[src/rtl/core/assert_macros.svh]
// Assertion macros shared by the reorder receiver RTL.
// Clock is clk and reset is rst_n in every module that includes this file.
`ifndef ASSERT_MACROS_SVH
`define ASSERT_MACROS_SVH

// Check a property at every clock edge outside reset.
`define ASSERT_ALWAYS(label, prop, msg) \
    label: assert property (@(posedge clk) disable iff (!rst_n) (prop)) \
        else $error(msg);

// Check that a condition implies another in the same cycle.
`define ASSERT_IMPLY(label, ante, cons, msg) \
    label: assert property (@(posedge clk) disable iff (!rst_n) (ante) |-> (cons)) \
        else $error(msg);

`endif

[src/rtl/core/rrca_pkg.sv]
// Package for the reorder receiver: widths, result codes, entry and result types.
// Used by the control, output buffer and top-level modules.
package rrca_pkg;

    localparam int STORE_DEPTH = 8;
    localparam int ADDR_W      = (STORE_DEPTH > 1) ? $clog2(STORE_DEPTH) : 1;
    localparam int CNT_W       = $clog2(STORE_DEPTH + 1);

    localparam int SEQ_W   = 31;
    localparam int LEN_W   = 15;
    localparam int TAG_W   = 16;
    localparam int CHUNK_W = 16;
    localparam int NE_W    = 32;
    localparam int OFF_W   = 46;
    localparam int KIND_W  = 3;

    localparam int ENTRY_W     = SEQ_W + LEN_W + TAG_W;
    localparam int S_TDATA_W   = ((ENTRY_W + 7) / 8) * 8;
    localparam int S_PAD_W     = S_TDATA_W - ENTRY_W;
    localparam int RES_DATA_W  = NE_W + OFF_W + LEN_W + TAG_W + OFF_W;
    localparam int M_TDATA_W   = ((RES_DATA_W + 7) / 8) * 8;
    localparam int M_PAD_W     = M_TDATA_W - RES_DATA_W;

    localparam logic [CHUNK_W-1:0] CHUNK_RESET = CHUNK_W'(1024);

    localparam logic IN_KIND_START = 1'b0;
    localparam logic IN_KIND_DATA  = 1'b1;

    typedef enum logic [KIND_W-1:0] {
        RES_WRITE      = 3'd0,
        RES_DROP_FULL  = 3'd1,
        RES_DROP_STALE = 3'd2,
        RES_FINAL      = 3'd3,
        RES_ACK        = 3'd4
    } res_kind_t;

    typedef struct packed {
        logic [TAG_W-1:0] tag;
        logic [LEN_W-1:0] len;
        logic [SEQ_W-1:0] seq;
    } entry_t;

    typedef struct packed {
        res_kind_t         kind;
        logic [NE_W-1:0]   seq;
        logic [OFF_W-1:0]  offset;
        logic [LEN_W-1:0]  len;
        logic [TAG_W-1:0]  tag;
        logic [OFF_W-1:0]  fsize;
        logic              last;
    } result_t;

    typedef struct packed {
        logic              re;
        logic [ADDR_W-1:0] raddr;
        logic              we;
        logic [ADDR_W-1:0] waddr;
        entry_t            wdata;
    } ram_req_t;

endpackage

[src/rtl/core/rrca_ram.sv]
// Generic single-write, single-read synchronous RAM with registered read data.
// No dependencies.
module rrca_ram #(
    parameter int WIDTH = 8,
    parameter int DEPTH = 8,
    localparam int AW = (DEPTH > 1) ? $clog2(DEPTH) : 1
) (
    input  logic             clk,
    input  logic             we,
    input  logic [AW-1:0]    waddr,
    input  logic [WIDTH-1:0] wdata,
    input  logic             re,
    input  logic [AW-1:0]    raddr,
    output logic [WIDTH-1:0] rdata
);

    logic [WIDTH-1:0] mem [DEPTH];
    logic [WIDTH-1:0] rdata_reg;

    always_ff @(posedge clk)
    begin
        if (we)
        begin
            mem[waddr] <= wdata;
        end
        if (re)
        begin
            rdata_reg <= mem[raddr];
        end
    end

    assign rdata = rdata_reg;

endmodule

[src/rtl/core/rrca_outbuf.sv]
// Output register of the reorder receiver: holds one result word until taken.
// Depends on rrca_pkg.
module rrca_outbuf
    import rrca_pkg::*;
(
    input  logic                  clk,
    input  logic                  rst_n,
    input  logic                  res_load,
    input  result_t               res,
    output logic                  out_free,
    output logic                  m_axis_tvalid,
    input  logic                  m_axis_tready,
    output logic [M_TDATA_W-1:0]  m_axis_tdata,
    output logic [KIND_W-1:0]     m_axis_tuser,
    output logic                  m_axis_tlast
);

    logic    valid_reg;
    logic    valid_next;
    result_t data_reg;

    assign out_free = !valid_reg || m_axis_tready;

    always_comb
    begin
        valid_next = valid_reg;
        if (res_load)
        begin
            valid_next = 1'b1;
        end
        else if (m_axis_tready)
        begin
            valid_next = 1'b0;
        end
    end

    always_ff @(posedge clk or negedge rst_n)
    begin
        if (!rst_n)
        begin
            valid_reg <= 1'b0;
        end
        else
        begin
            valid_reg <= valid_next;
        end
    end

    always_ff @(posedge clk)
    begin
        if (res_load)
        begin
            data_reg <= res;
        end
    end

    assign m_axis_tvalid = valid_reg;
    assign m_axis_tuser  = data_reg.kind;
    assign m_axis_tlast  = data_reg.last;
    assign m_axis_tdata  = {M_PAD_W'(0), data_reg.fsize, data_reg.tag,
                            data_reg.len, data_reg.offset, data_reg.seq};

endmodule

[src/rtl/core/rrca_ctrl.sv]
// Sequencer of the reorder receiver: scans, drains and fills the reorder store.
// Depends on rrca_pkg and assert_macros.svh; drives rrca_ram and rrca_outbuf.
`include "assert_macros.svh"

module rrca_ctrl
    import rrca_pkg::*;
(
    input  logic               clk,
    input  logic               rst_n,
    input  logic               cfg_we,
    input  logic [CHUNK_W-1:0] cfg_wdata,
    input  logic               in_valid,
    output logic               in_ready,
    input  logic               in_kind,
    input  entry_t             in_entry,
    input  logic               in_last,
    output logic               res_load,
    output result_t            res,
    input  logic               out_free,
    output ram_req_t           ram_req,
    input  entry_t             ram_rdata
);

    typedef enum logic [9:0] {
        S_IDLE  = 10'b0000000001,
        S_CALC  = 10'b0000000010,
        S_SCAN  = 10'b0000000100,
        S_WRITE = 10'b0000001000,
        S_DRAIN = 10'b0000010000,
        S_MOVE  = 10'b0000100000,
        S_STALE = 10'b0001000000,
        S_FULL  = 10'b0010000000,
        S_FINAL = 10'b0100000000,
        S_ACK   = 10'b1000000000
    } state_t;

    state_t             state_reg, state_next;
    logic [CHUNK_W-1:0] chunk_reg, chunk_next;
    logic               started_reg, started_next;
    logic [NE_W-1:0]    ne_reg, ne_next;
    logic [CNT_W-1:0]   cnt_reg, cnt_next;
    logic [CNT_W-1:0]   scan_idx_reg, scan_idx_next;
    logic               pend_reg, pend_next;
    logic               drain_reg, drain_next;
    logic [ADDR_W-1:0]  pend_idx_reg, pend_idx_next;
    logic [ADDR_W-1:0]  hit_idx_reg, hit_idx_next;
    entry_t             in_reg, in_next;
    logic               in_last_reg, in_last_next;
    logic [OFF_W-1:0]   off_reg, off_next;
    entry_t             hold_reg, hold_next;

    logic [SEQ_W-1:0]         mul_seq;
    logic [SEQ_W+CHUNK_W-1:0] prod;
    logic [NE_W-1:0]          in_seq_ext;
    logic [NE_W-1:0]          target;
    logic [CNT_W-1:0]         cnt_m1;
    logic [ADDR_W-1:0]        last_idx;
    logic                     issue;
    logic                     hit;
    state_t                   post_state;

    assign mul_seq    = (state_reg == S_DRAIN) ? hold_reg.seq : in_reg.seq;
    assign prod       = mul_seq * chunk_reg;
    assign in_seq_ext = {1'b0, in_reg.seq};
    assign target     = drain_reg ? ne_reg : in_seq_ext;
    assign cnt_m1     = cnt_reg - CNT_W'(1);
    assign last_idx   = cnt_m1[ADDR_W-1:0];
    assign issue      = (state_reg == S_SCAN) && (scan_idx_reg < cnt_reg);
    assign hit        = pend_reg && ({1'b0, ram_rdata.seq} == target);
    assign post_state = in_last_reg ? S_FINAL : S_ACK;
    assign in_ready   = (state_reg == S_IDLE);

    always_comb
    begin
        state_next    = state_reg;
        chunk_next    = cfg_we ? cfg_wdata : chunk_reg;
        started_next  = started_reg;
        ne_next       = ne_reg;
        cnt_next      = cnt_reg;
        scan_idx_next = scan_idx_reg;
        pend_next     = 1'b0;
        drain_next    = drain_reg;
        pend_idx_next = pend_idx_reg;
        hit_idx_next  = hit_idx_reg;
        in_next       = in_reg;
        in_last_next  = in_last_reg;
        off_next      = off_reg;
        hold_next     = hold_reg;

        res_load      = 1'b0;
        res           = '0;
        res.kind      = RES_WRITE;

        ram_req       = '0;
        ram_req.re    = issue;
        ram_req.raddr = scan_idx_reg[ADDR_W-1:0];

        case (state_reg)
            S_IDLE:
            begin
                if (in_valid)
                begin
                    if (in_kind == IN_KIND_START)
                    begin
                        started_next = 1'b1;
                        ne_next      = '0;
                        cnt_next     = '0;
                    end
                    else if (started_reg)
                    begin
                        in_next      = in_entry;
                        in_last_next = in_last;
                        state_next   = S_CALC;
                    end
                end
            end

            S_CALC:
            begin
                off_next      = prod[OFF_W-1:0];
                scan_idx_next = '0;
                drain_next    = 1'b0;
                if (in_seq_ext == ne_reg)
                begin
                    state_next = S_WRITE;
                end
                else if (in_seq_ext < ne_reg)
                begin
                    state_next = S_STALE;
                end
                else
                begin
                    state_next = S_SCAN;
                end
            end

            S_SCAN:
            begin
                if (hit)
                begin
                    if (drain_reg)
                    begin
                        hold_next    = ram_rdata;
                        hit_idx_next = pend_idx_reg;
                        state_next   = S_DRAIN;
                    end
                    else
                    begin
                        state_next = S_STALE;
                    end
                end
                else if (!pend_reg && !issue)
                begin
                    if (drain_reg)
                    begin
                        state_next = post_state;
                    end
                    else if (cnt_reg < CNT_W'(STORE_DEPTH))
                    begin
                        ram_req.we    = 1'b1;
                        ram_req.waddr = cnt_reg[ADDR_W-1:0];
                        ram_req.wdata = in_reg;
                        cnt_next      = cnt_reg + CNT_W'(1);
                        state_next    = post_state;
                    end
                    else
                    begin
                        state_next = S_FULL;
                    end
                end
                else
                begin
                    pend_next     = issue;
                    pend_idx_next = scan_idx_reg[ADDR_W-1:0];
                    if (issue)
                    begin
                        scan_idx_next = scan_idx_reg + CNT_W'(1);
                    end
                end
            end

            S_WRITE:
            begin
                if (out_free)
                begin
                    res_load      = 1'b1;
                    res.kind      = RES_WRITE;
                    res.seq       = in_seq_ext;
                    res.offset    = off_reg;
                    res.len       = in_reg.len;
                    res.tag       = in_reg.tag;
                    ne_next       = ne_reg + NE_W'(1);
                    drain_next    = 1'b1;
                    scan_idx_next = '0;
                    state_next    = S_SCAN;
                end
            end

            S_DRAIN:
            begin
                // fetch the tail entry to fill the hole left by the drained one
                ram_req.re    = 1'b1;
                ram_req.raddr = last_idx;
                if (out_free)
                begin
                    res_load   = 1'b1;
                    res.kind   = RES_WRITE;
                    res.seq    = {1'b0, hold_reg.seq};
                    res.offset = prod[OFF_W-1:0];
                    res.len    = hold_reg.len;
                    res.tag    = hold_reg.tag;
                    state_next = S_MOVE;
                end
            end

            S_MOVE:
            begin
                if (hit_idx_reg != last_idx)
                begin
                    ram_req.we    = 1'b1;
                    ram_req.waddr = hit_idx_reg;
                    ram_req.wdata = ram_rdata;
                end
                cnt_next      = cnt_m1;
                ne_next       = ne_reg + NE_W'(1);
                scan_idx_next = '0;
                state_next    = S_SCAN;
            end

            S_STALE,
            S_FULL:
            begin
                if (out_free)
                begin
                    res_load   = 1'b1;
                    res.kind   = (state_reg == S_STALE) ? RES_DROP_STALE : RES_DROP_FULL;
                    res.seq    = in_seq_ext;
                    res.len    = in_reg.len;
                    res.tag    = in_reg.tag;
                    state_next = post_state;
                end
            end

            S_FINAL:
            begin
                if (out_free)
                begin
                    res_load   = 1'b1;
                    res.kind   = RES_FINAL;
                    res.seq    = in_seq_ext;
                    res.fsize  = off_reg + OFF_W'(in_reg.len);
                    state_next = S_ACK;
                end
            end

            S_ACK:
            begin
                if (out_free)
                begin
                    res_load   = 1'b1;
                    res.kind   = RES_ACK;
                    res.seq    = ne_reg - NE_W'(1);
                    res.last   = 1'b1;
                    state_next = S_IDLE;
                end
            end

            default:
            begin
                state_next = S_IDLE;
            end
        endcase
    end

    always_ff @(posedge clk or negedge rst_n)
    begin
        if (!rst_n)
        begin
            state_reg    <= S_IDLE;
            chunk_reg    <= CHUNK_RESET;
            started_reg  <= 1'b0;
            ne_reg       <= '0;
            cnt_reg      <= '0;
            scan_idx_reg <= '0;
            pend_reg     <= 1'b0;
            drain_reg    <= 1'b0;
        end
        else
        begin
            state_reg    <= state_next;
            chunk_reg    <= chunk_next;
            started_reg  <= started_next;
            ne_reg       <= ne_next;
            cnt_reg      <= cnt_next;
            scan_idx_reg <= scan_idx_next;
            pend_reg     <= pend_next;
            drain_reg    <= drain_next;
        end
    end

    always_ff @(posedge clk)
    begin
        pend_idx_reg <= pend_idx_next;
        hit_idx_reg  <= hit_idx_next;
        in_reg       <= in_next;
        in_last_reg  <= in_last_next;
        off_reg      <= off_next;
        hold_reg     <= hold_next;
    end

    `ASSERT_ALWAYS(a_cnt_bound, cnt_reg <= CNT_W'(STORE_DEPTH), "entry count above store depth")
    `ASSERT_ALWAYS(a_ram_one_access, !(ram_req.re && ram_req.we), "store read and write overlap")
    `ASSERT_IMPLY(a_load_free, res_load, out_free, "result loaded into a full output register")
    `ASSERT_IMPLY(a_ne_step, ne_reg != $past(ne_reg), ne_reg == $past(ne_reg) + NE_W'(1) || ne_reg == '0, "expected sequence jumped")

endmodule

[src/rtl/core/reorder_receiver_cumulative_ack.sv]
// Reorder receiver with cumulative acknowledgement, top level.
// Instantiates rrca_ctrl, rrca_ram and rrca_outbuf; depends on rrca_pkg.
//
// Input stream (s_axis): tuser is the kind (start or data), tlast the final
// packet flag, tdata the sequence, payload length and payload tag. Output
// stream (m_axis): tuser is the result kind, tlast marks the last result word
// of one input word (always the cumulative ack), tdata the result fields.
// chunk_bytes is written through cfg_we/cfg_wdata; the user must write it
// only while the block is idle, which the block itself does not enforce.
// One input word is taken at a time. A start word, or a data word before
// any start, is handled in the idle state. A data word first forms the byte
// offset, then scans the store and emits its result words; the next word is
// taken the cycle after the ack is loaded. Each drained entry adds a rescan
// up to its slot, a step to emit it and a step to move the tail entry in.
// The scan reads one entry per cycle through the store's registered read
// port. The first result word of an in-order word, or of one behind the
// expected sequence, is loaded from S_WRITE or S_STALE after S_CALC.
// Reset clears the started flag, expected sequence and entry count, and sets
// chunk_bytes to 1024; store contents need no clearing. A stalled receiver
// holds the output word and the result states; idle, it still takes input.
module reorder_receiver_cumulative_ack
    import rrca_pkg::*;
(
    input  logic                 clk,
    input  logic                 rst_n,
    input  logic                 cfg_we,
    input  logic [CHUNK_W-1:0]   cfg_wdata,
    input  logic                 s_axis_tvalid,
    output logic                 s_axis_tready,
    // seq[30:0], payload_len[45:31], payload_tag[61:46], zero pad
    input  logic [S_TDATA_W-1:0] s_axis_tdata,
    // kind
    input  logic                 s_axis_tuser,
    input  logic                 s_axis_tlast,
    output logic                 m_axis_tvalid,
    input  logic                 m_axis_tready,
    // seq_out[31:0], byte_offset[77:32], length[92:78], tag_out[108:93],
    // file size[154:109], zero pad
    output logic [M_TDATA_W-1:0] m_axis_tdata,
    // result_kind
    output logic [KIND_W-1:0]    m_axis_tuser,
    output logic                 m_axis_tlast
);

    entry_t   in_entry;
    entry_t   ram_rdata;
    ram_req_t ram_req;
    result_t  res;
    logic     res_load;
    logic     out_free;

    assign in_entry = s_axis_tdata[ENTRY_W-1:0];

    rrca_ctrl u_ctrl (
        .clk       (clk),
        .rst_n     (rst_n),
        .cfg_we    (cfg_we),
        .cfg_wdata (cfg_wdata),
        .in_valid  (s_axis_tvalid),
        .in_ready  (s_axis_tready),
        .in_kind   (s_axis_tuser),
        .in_entry  (in_entry),
        .in_last   (s_axis_tlast),
        .res_load  (res_load),
        .res       (res),
        .out_free  (out_free),
        .ram_req   (ram_req),
        .ram_rdata (ram_rdata)
    );

    rrca_ram #(
        .WIDTH (ENTRY_W),
        .DEPTH (STORE_DEPTH)
    ) u_store (
        .clk   (clk),
        .we    (ram_req.we),
        .waddr (ram_req.waddr),
        .wdata (ram_req.wdata),
        .re    (ram_req.re),
        .raddr (ram_req.raddr),
        .rdata (ram_rdata)
    );

    rrca_outbuf u_outbuf (
        .clk           (clk),
        .rst_n         (rst_n),
        .res_load      (res_load),
        .res           (res),
        .out_free      (out_free),
        .m_axis_tvalid (m_axis_tvalid),
        .m_axis_tready (m_axis_tready),
        .m_axis_tdata  (m_axis_tdata),
        .m_axis_tuser  (m_axis_tuser),
        .m_axis_tlast  (m_axis_tlast)
    );

endmodule
[config.mk]
export PLATFORM = sky130hd
export DESIGN_NAME = reorder_receiver_cumulative_ack
export DESIGN_NICKNAME = d
export VERILOG_FILES = /design/src/rtl/core/rrca_pkg.sv /design/src/rtl/core/rrca_ram.sv /design/src/rtl/core/rrca_outbuf.sv /design/src/rtl/core/rrca_ctrl.sv /design/src/rtl/core/reorder_receiver_cumulative_ack.sv
export VERILOG_INCLUDE_DIRS = /design/src /design/src/rtl/core
export SDC_FILE = /design/constraint.sdc
export NUM_CORES = 2
export LEC_CHECK = 0
export BUFFER_PORTS_ARGS = -buffer_cell sky130_fd_sc_hd__buf_4
export CAP_MARGIN = 20
export CORE_ASPECT_RATIO = 1.4
export CORE_MARGIN = 2
export CORE_UTILIZATION = 40
export DETAILED_ROUTE_END_ITERATION = 10
export GPL_TIMING_DRIVEN = 0
export HOLD_SLACK_MARGIN = 0.15
export PLACE_DENSITY_LB_ADDON = 0.3
export SLEW_MARGIN = 20
export SYNTH_ARGS = -nofsm -noshare
export SYNTH_HDL_FRONTEND = slang
export SYNTH_SLANG_ARGS = --single-unit
[constraint.sdc]
create_clock -name clk -period 14.31 [get_ports clk]
set_input_delay 2.1465 -clock clk [delete_from_list [all_inputs] [get_ports clk]]
set_output_delay 2.1465 -clock clk [all_outputs]
set_load 0.01 [all_outputs]
==> flow_summary.yaml <==
synth:
  synthCells: 5141
  yosysTopAreaCell: "edfxtp_1"
  yosysUniqueCellTypes: 80
  synth_commonest_cells: "nand2_1, edfxtp_1, inv_1, fa_1, nand3_1"
  yosys.cell_count.top_type: "nand2_1"
  seq_area_frac_synth: 0.502
  synth_area_per_cell_sq_um: 11.1
  ys_warn_count: 0
  netlist.area_leader.share: 0.472
  synth-async-reset-ratio: 0.0726
  synthTopCellsByArea: "edfxtp_1, fa_1, nand2_1, ha_1, inv_1"
  synth_area_sq_mm: 0.0569
  ys_ff_latch: 964
  synth_edf_count: 894
  ys.flop_type: "edfxtp_1"
min_path:
  whs_path_depth: 0
  hold_path_class: "flip-flop to flip-flop"
  hold_start: "u_ctrl.pend_idx_reg[0]$_DFFE_PP_"
  hold_end: "u_ctrl.hit_idx_reg[0]$_DFFE_PP_"
sta:
  setup_violations: 0
  period_minus_slack_ns: 10.37
  relSlewSlack: 0.144
  min_period_over_period: 0.725
  fin_tns_setup_ns: 0
  tightest_slew_ns: 1.27
  drv_slew: 0
  fmaxAchievable_mhz: 96.4
  rsz0062_at_grt: "false"
  fin_skew_ns: 0.0741
  hold_viol_final: 0
placed_design:
  dp_hpwl_mm: 143
  io_buffers: 244
  globalplace.congestion: 0.969
critical_path:
  start_kind: "flip-flop"
  arrival_ns: 10.84
  slowest_delay_ns: 0.73
  worst_path_max_delay_cell: "a311oi_1"
  crit_path_end_kind: "flip-flop"
  r2r_setup_slack_ns: 3.94
  r2r-end: "u_outbuf.m_axis_tdata[77]$_DFFE_PP_"
  r2r-start: "u_ctrl.state_reg[3]$_DFFE_PN0P_"
  reg2reg_depth: 29
  worstSetupStartpoint: "u_ctrl.state_reg[3]$_DFFE_PN0P_"
  setup.worst_path.class: "flip-flop to flip-flop"
  cp_common_cell: "fa_1"
  cp_max_fo: 10
  worstPathRequired_ns: 14.78
clock_tree:
  cts_resized: 0
  clockBufferDepth: 3
  cts_tree: "built"
  clk_pin_slew_ns: 0.07
  clkLatencyLatePin_ns: 0.77
  postCtsSetupBuffers: 0
  h-tree-depth: 3
  cts_buffers: 93
  clock_sinks: 964
  root_buffer: "clkbuf_16"
  postCtsHoldBufs: 0
routing:
  num_vias: 41100
  wl_mm: 185
  post_drt_via_cell_ratio: 5.49
  ant_nets: 0
  dr.pass1.iters: 6
  drt_iter0_drc: 3965
  drc: 0
  wl_per_cell_um: 24.7
global_route:
  grt_pass1_vias: 42300
  grt_max_degree: 94
  grt_antenna_before_repair: 6
  grt_pass1_wl_mm: 272
  grtUsageTotal: 0.255
  grt_overflow_total: 0
layout:
  area_growth_syn_to_layout_pct: 14.5
  num-fill-cells: 13000
  largest_reg_flops: 496
  nNetsFinal: 6177
  drive_gt1_frac: 0.0915
  top_register: "u_store.mem"
floorplanning:
  die-area_sq_mm: 0.145
  die_h_um: 450
  fp.dieW_um: 323
  coreArea_sq_mm: 0.141
  placementRows: 163
  pin_count: 253
  start_util: 0.403
status:
  status: "finished, final reports clean"
flow_run:
  drv_cap: 0
==> how the worst max path moves through the flow <==
stage | end | cells past startpoint
after floorplan | u_outbuf.m_axis_tdata[67]$_DFFE_PP_ | 29
after detailed placement | u_outbuf.m_axis_tdata[77]$_DFFE_PP_ | 28
after global placement | u_outbuf.m_axis_tdata[77]$_DFFE_PP_ | 29
after CTS | u_outbuf.m_axis_tdata[77]$_DFFE_PP_ | 29
after global routing | u_outbuf.m_axis_tdata[77]$_DFFE_PP_ | 29
final | u_outbuf.m_axis_tdata[77]$_DFFE_PP_ | 29
==> layout by cell type, fill, tap and decap left out, types with 11 or more instances in the layout <==
master,Yosys,final
buf_12,0,13
clkbuf_1,236,245
xnor2_1,123,123
nand3_1,365,365
and2_1,212,212
a31oi_1,16,16
clkbuf_16,0,93
edfxtp_1,894,894
nor2_1,171,162
nand4_1,40,40
buf_16,0,18
or3_1,15,15
ha_1,169,169
dfrtp_1,68,68
nor3_1,51,50
and3_1,16,15
nor4_1,16,15
a22oi_1,57,57
buf_1,28,27
buf_2,27,29
mux2_2,19,19
buf_4,6,250
inv_1,489,487
a21o_1,36,36
o211ai_1,13,13
nand2b_1,14,14
a22o_1,103,103
mux2i_1,34,34
o31ai_1,25,25
o22ai_1,11,11
o21a_1,12,12
xor2_1,26,26
o21ai_0,135,134
clkinv_1,1,24
a21oi_1,109,109
clkinv_2,0,16
nor2b_1,19,19
nand2_1,1056,1056
or4_1,14,14
fa_1,404,404
==> through the flow <==
step                      instance area, sq um  hold slack [ns]  instances  worst slack [ns]  utilization
after floorplan                          56900            0.400       5145              6.78            -
after global placement                   61100            0.405       7286              3.98        0.433
after detailed placement                 62000            0.412       7319              3.95        0.440
after CTS                                65100            0.421       7491              3.91        0.462
after global routing                     65200            0.433       7492              3.51        0.462
final                                    65200            0.424       7492              3.94        0.462
==> area by class of cell <==
type | instances | area (sq um) | area share
antenna | 1 | 2.50 | 0.0000384
buffer | 298 | 1180 | 0.0182
clock buffer | 103 | 2360 | 0.0363
clock inverter | 69 | 757 | 0.0116
inverter | 490 | 1850 | 0.0284
multi-input combinational | 3393 | 25400 | 0.390
sequential | 964 | 28600 | 0.439
tap | 1897 | 2370 | 0.0364
timing repair buffer | 277 | 2600 | 0.0400
==> routing by layer <==
metal	vias up	track usage	wire, um
li1	18200	-	-
met1	20700	0.297	68400
met2	1688	0.445	93700
met3	470	0.0368	11800
met4	4	0.145	11400
met5	-	0	18
==> cell families (layout without fill, tap and decap cells) <==
group,after synthesis,count (layout),share of synthesized area
buf+inv,788,1237,0.0531
mux,53,53,0.00974
xor+xnor,149,149,0.0229
fa+ha+maj,573,573,0.179
other cells,1,6,0.0000659
flops,964,964,0.502
simple gates,2026,2026,0.163
compound gates,587,587,0.0700
==> critical path: cells and delay by family, from the launching register on <==
family	cells	cell delay, ns
adder cells (fa/ha/maj)	7	3.34
AND/OR/NAND/NOR	5	0.93
flip-flops	1	0.32
AO/OA/AOI/OAI	7	2.44
buffers and inverters	9	2.67
XOR/XNOR	1	0.35
Power is not shown: default switching activity piles up to over one toggle a cycle in this logic, so the estimate is an artifact.
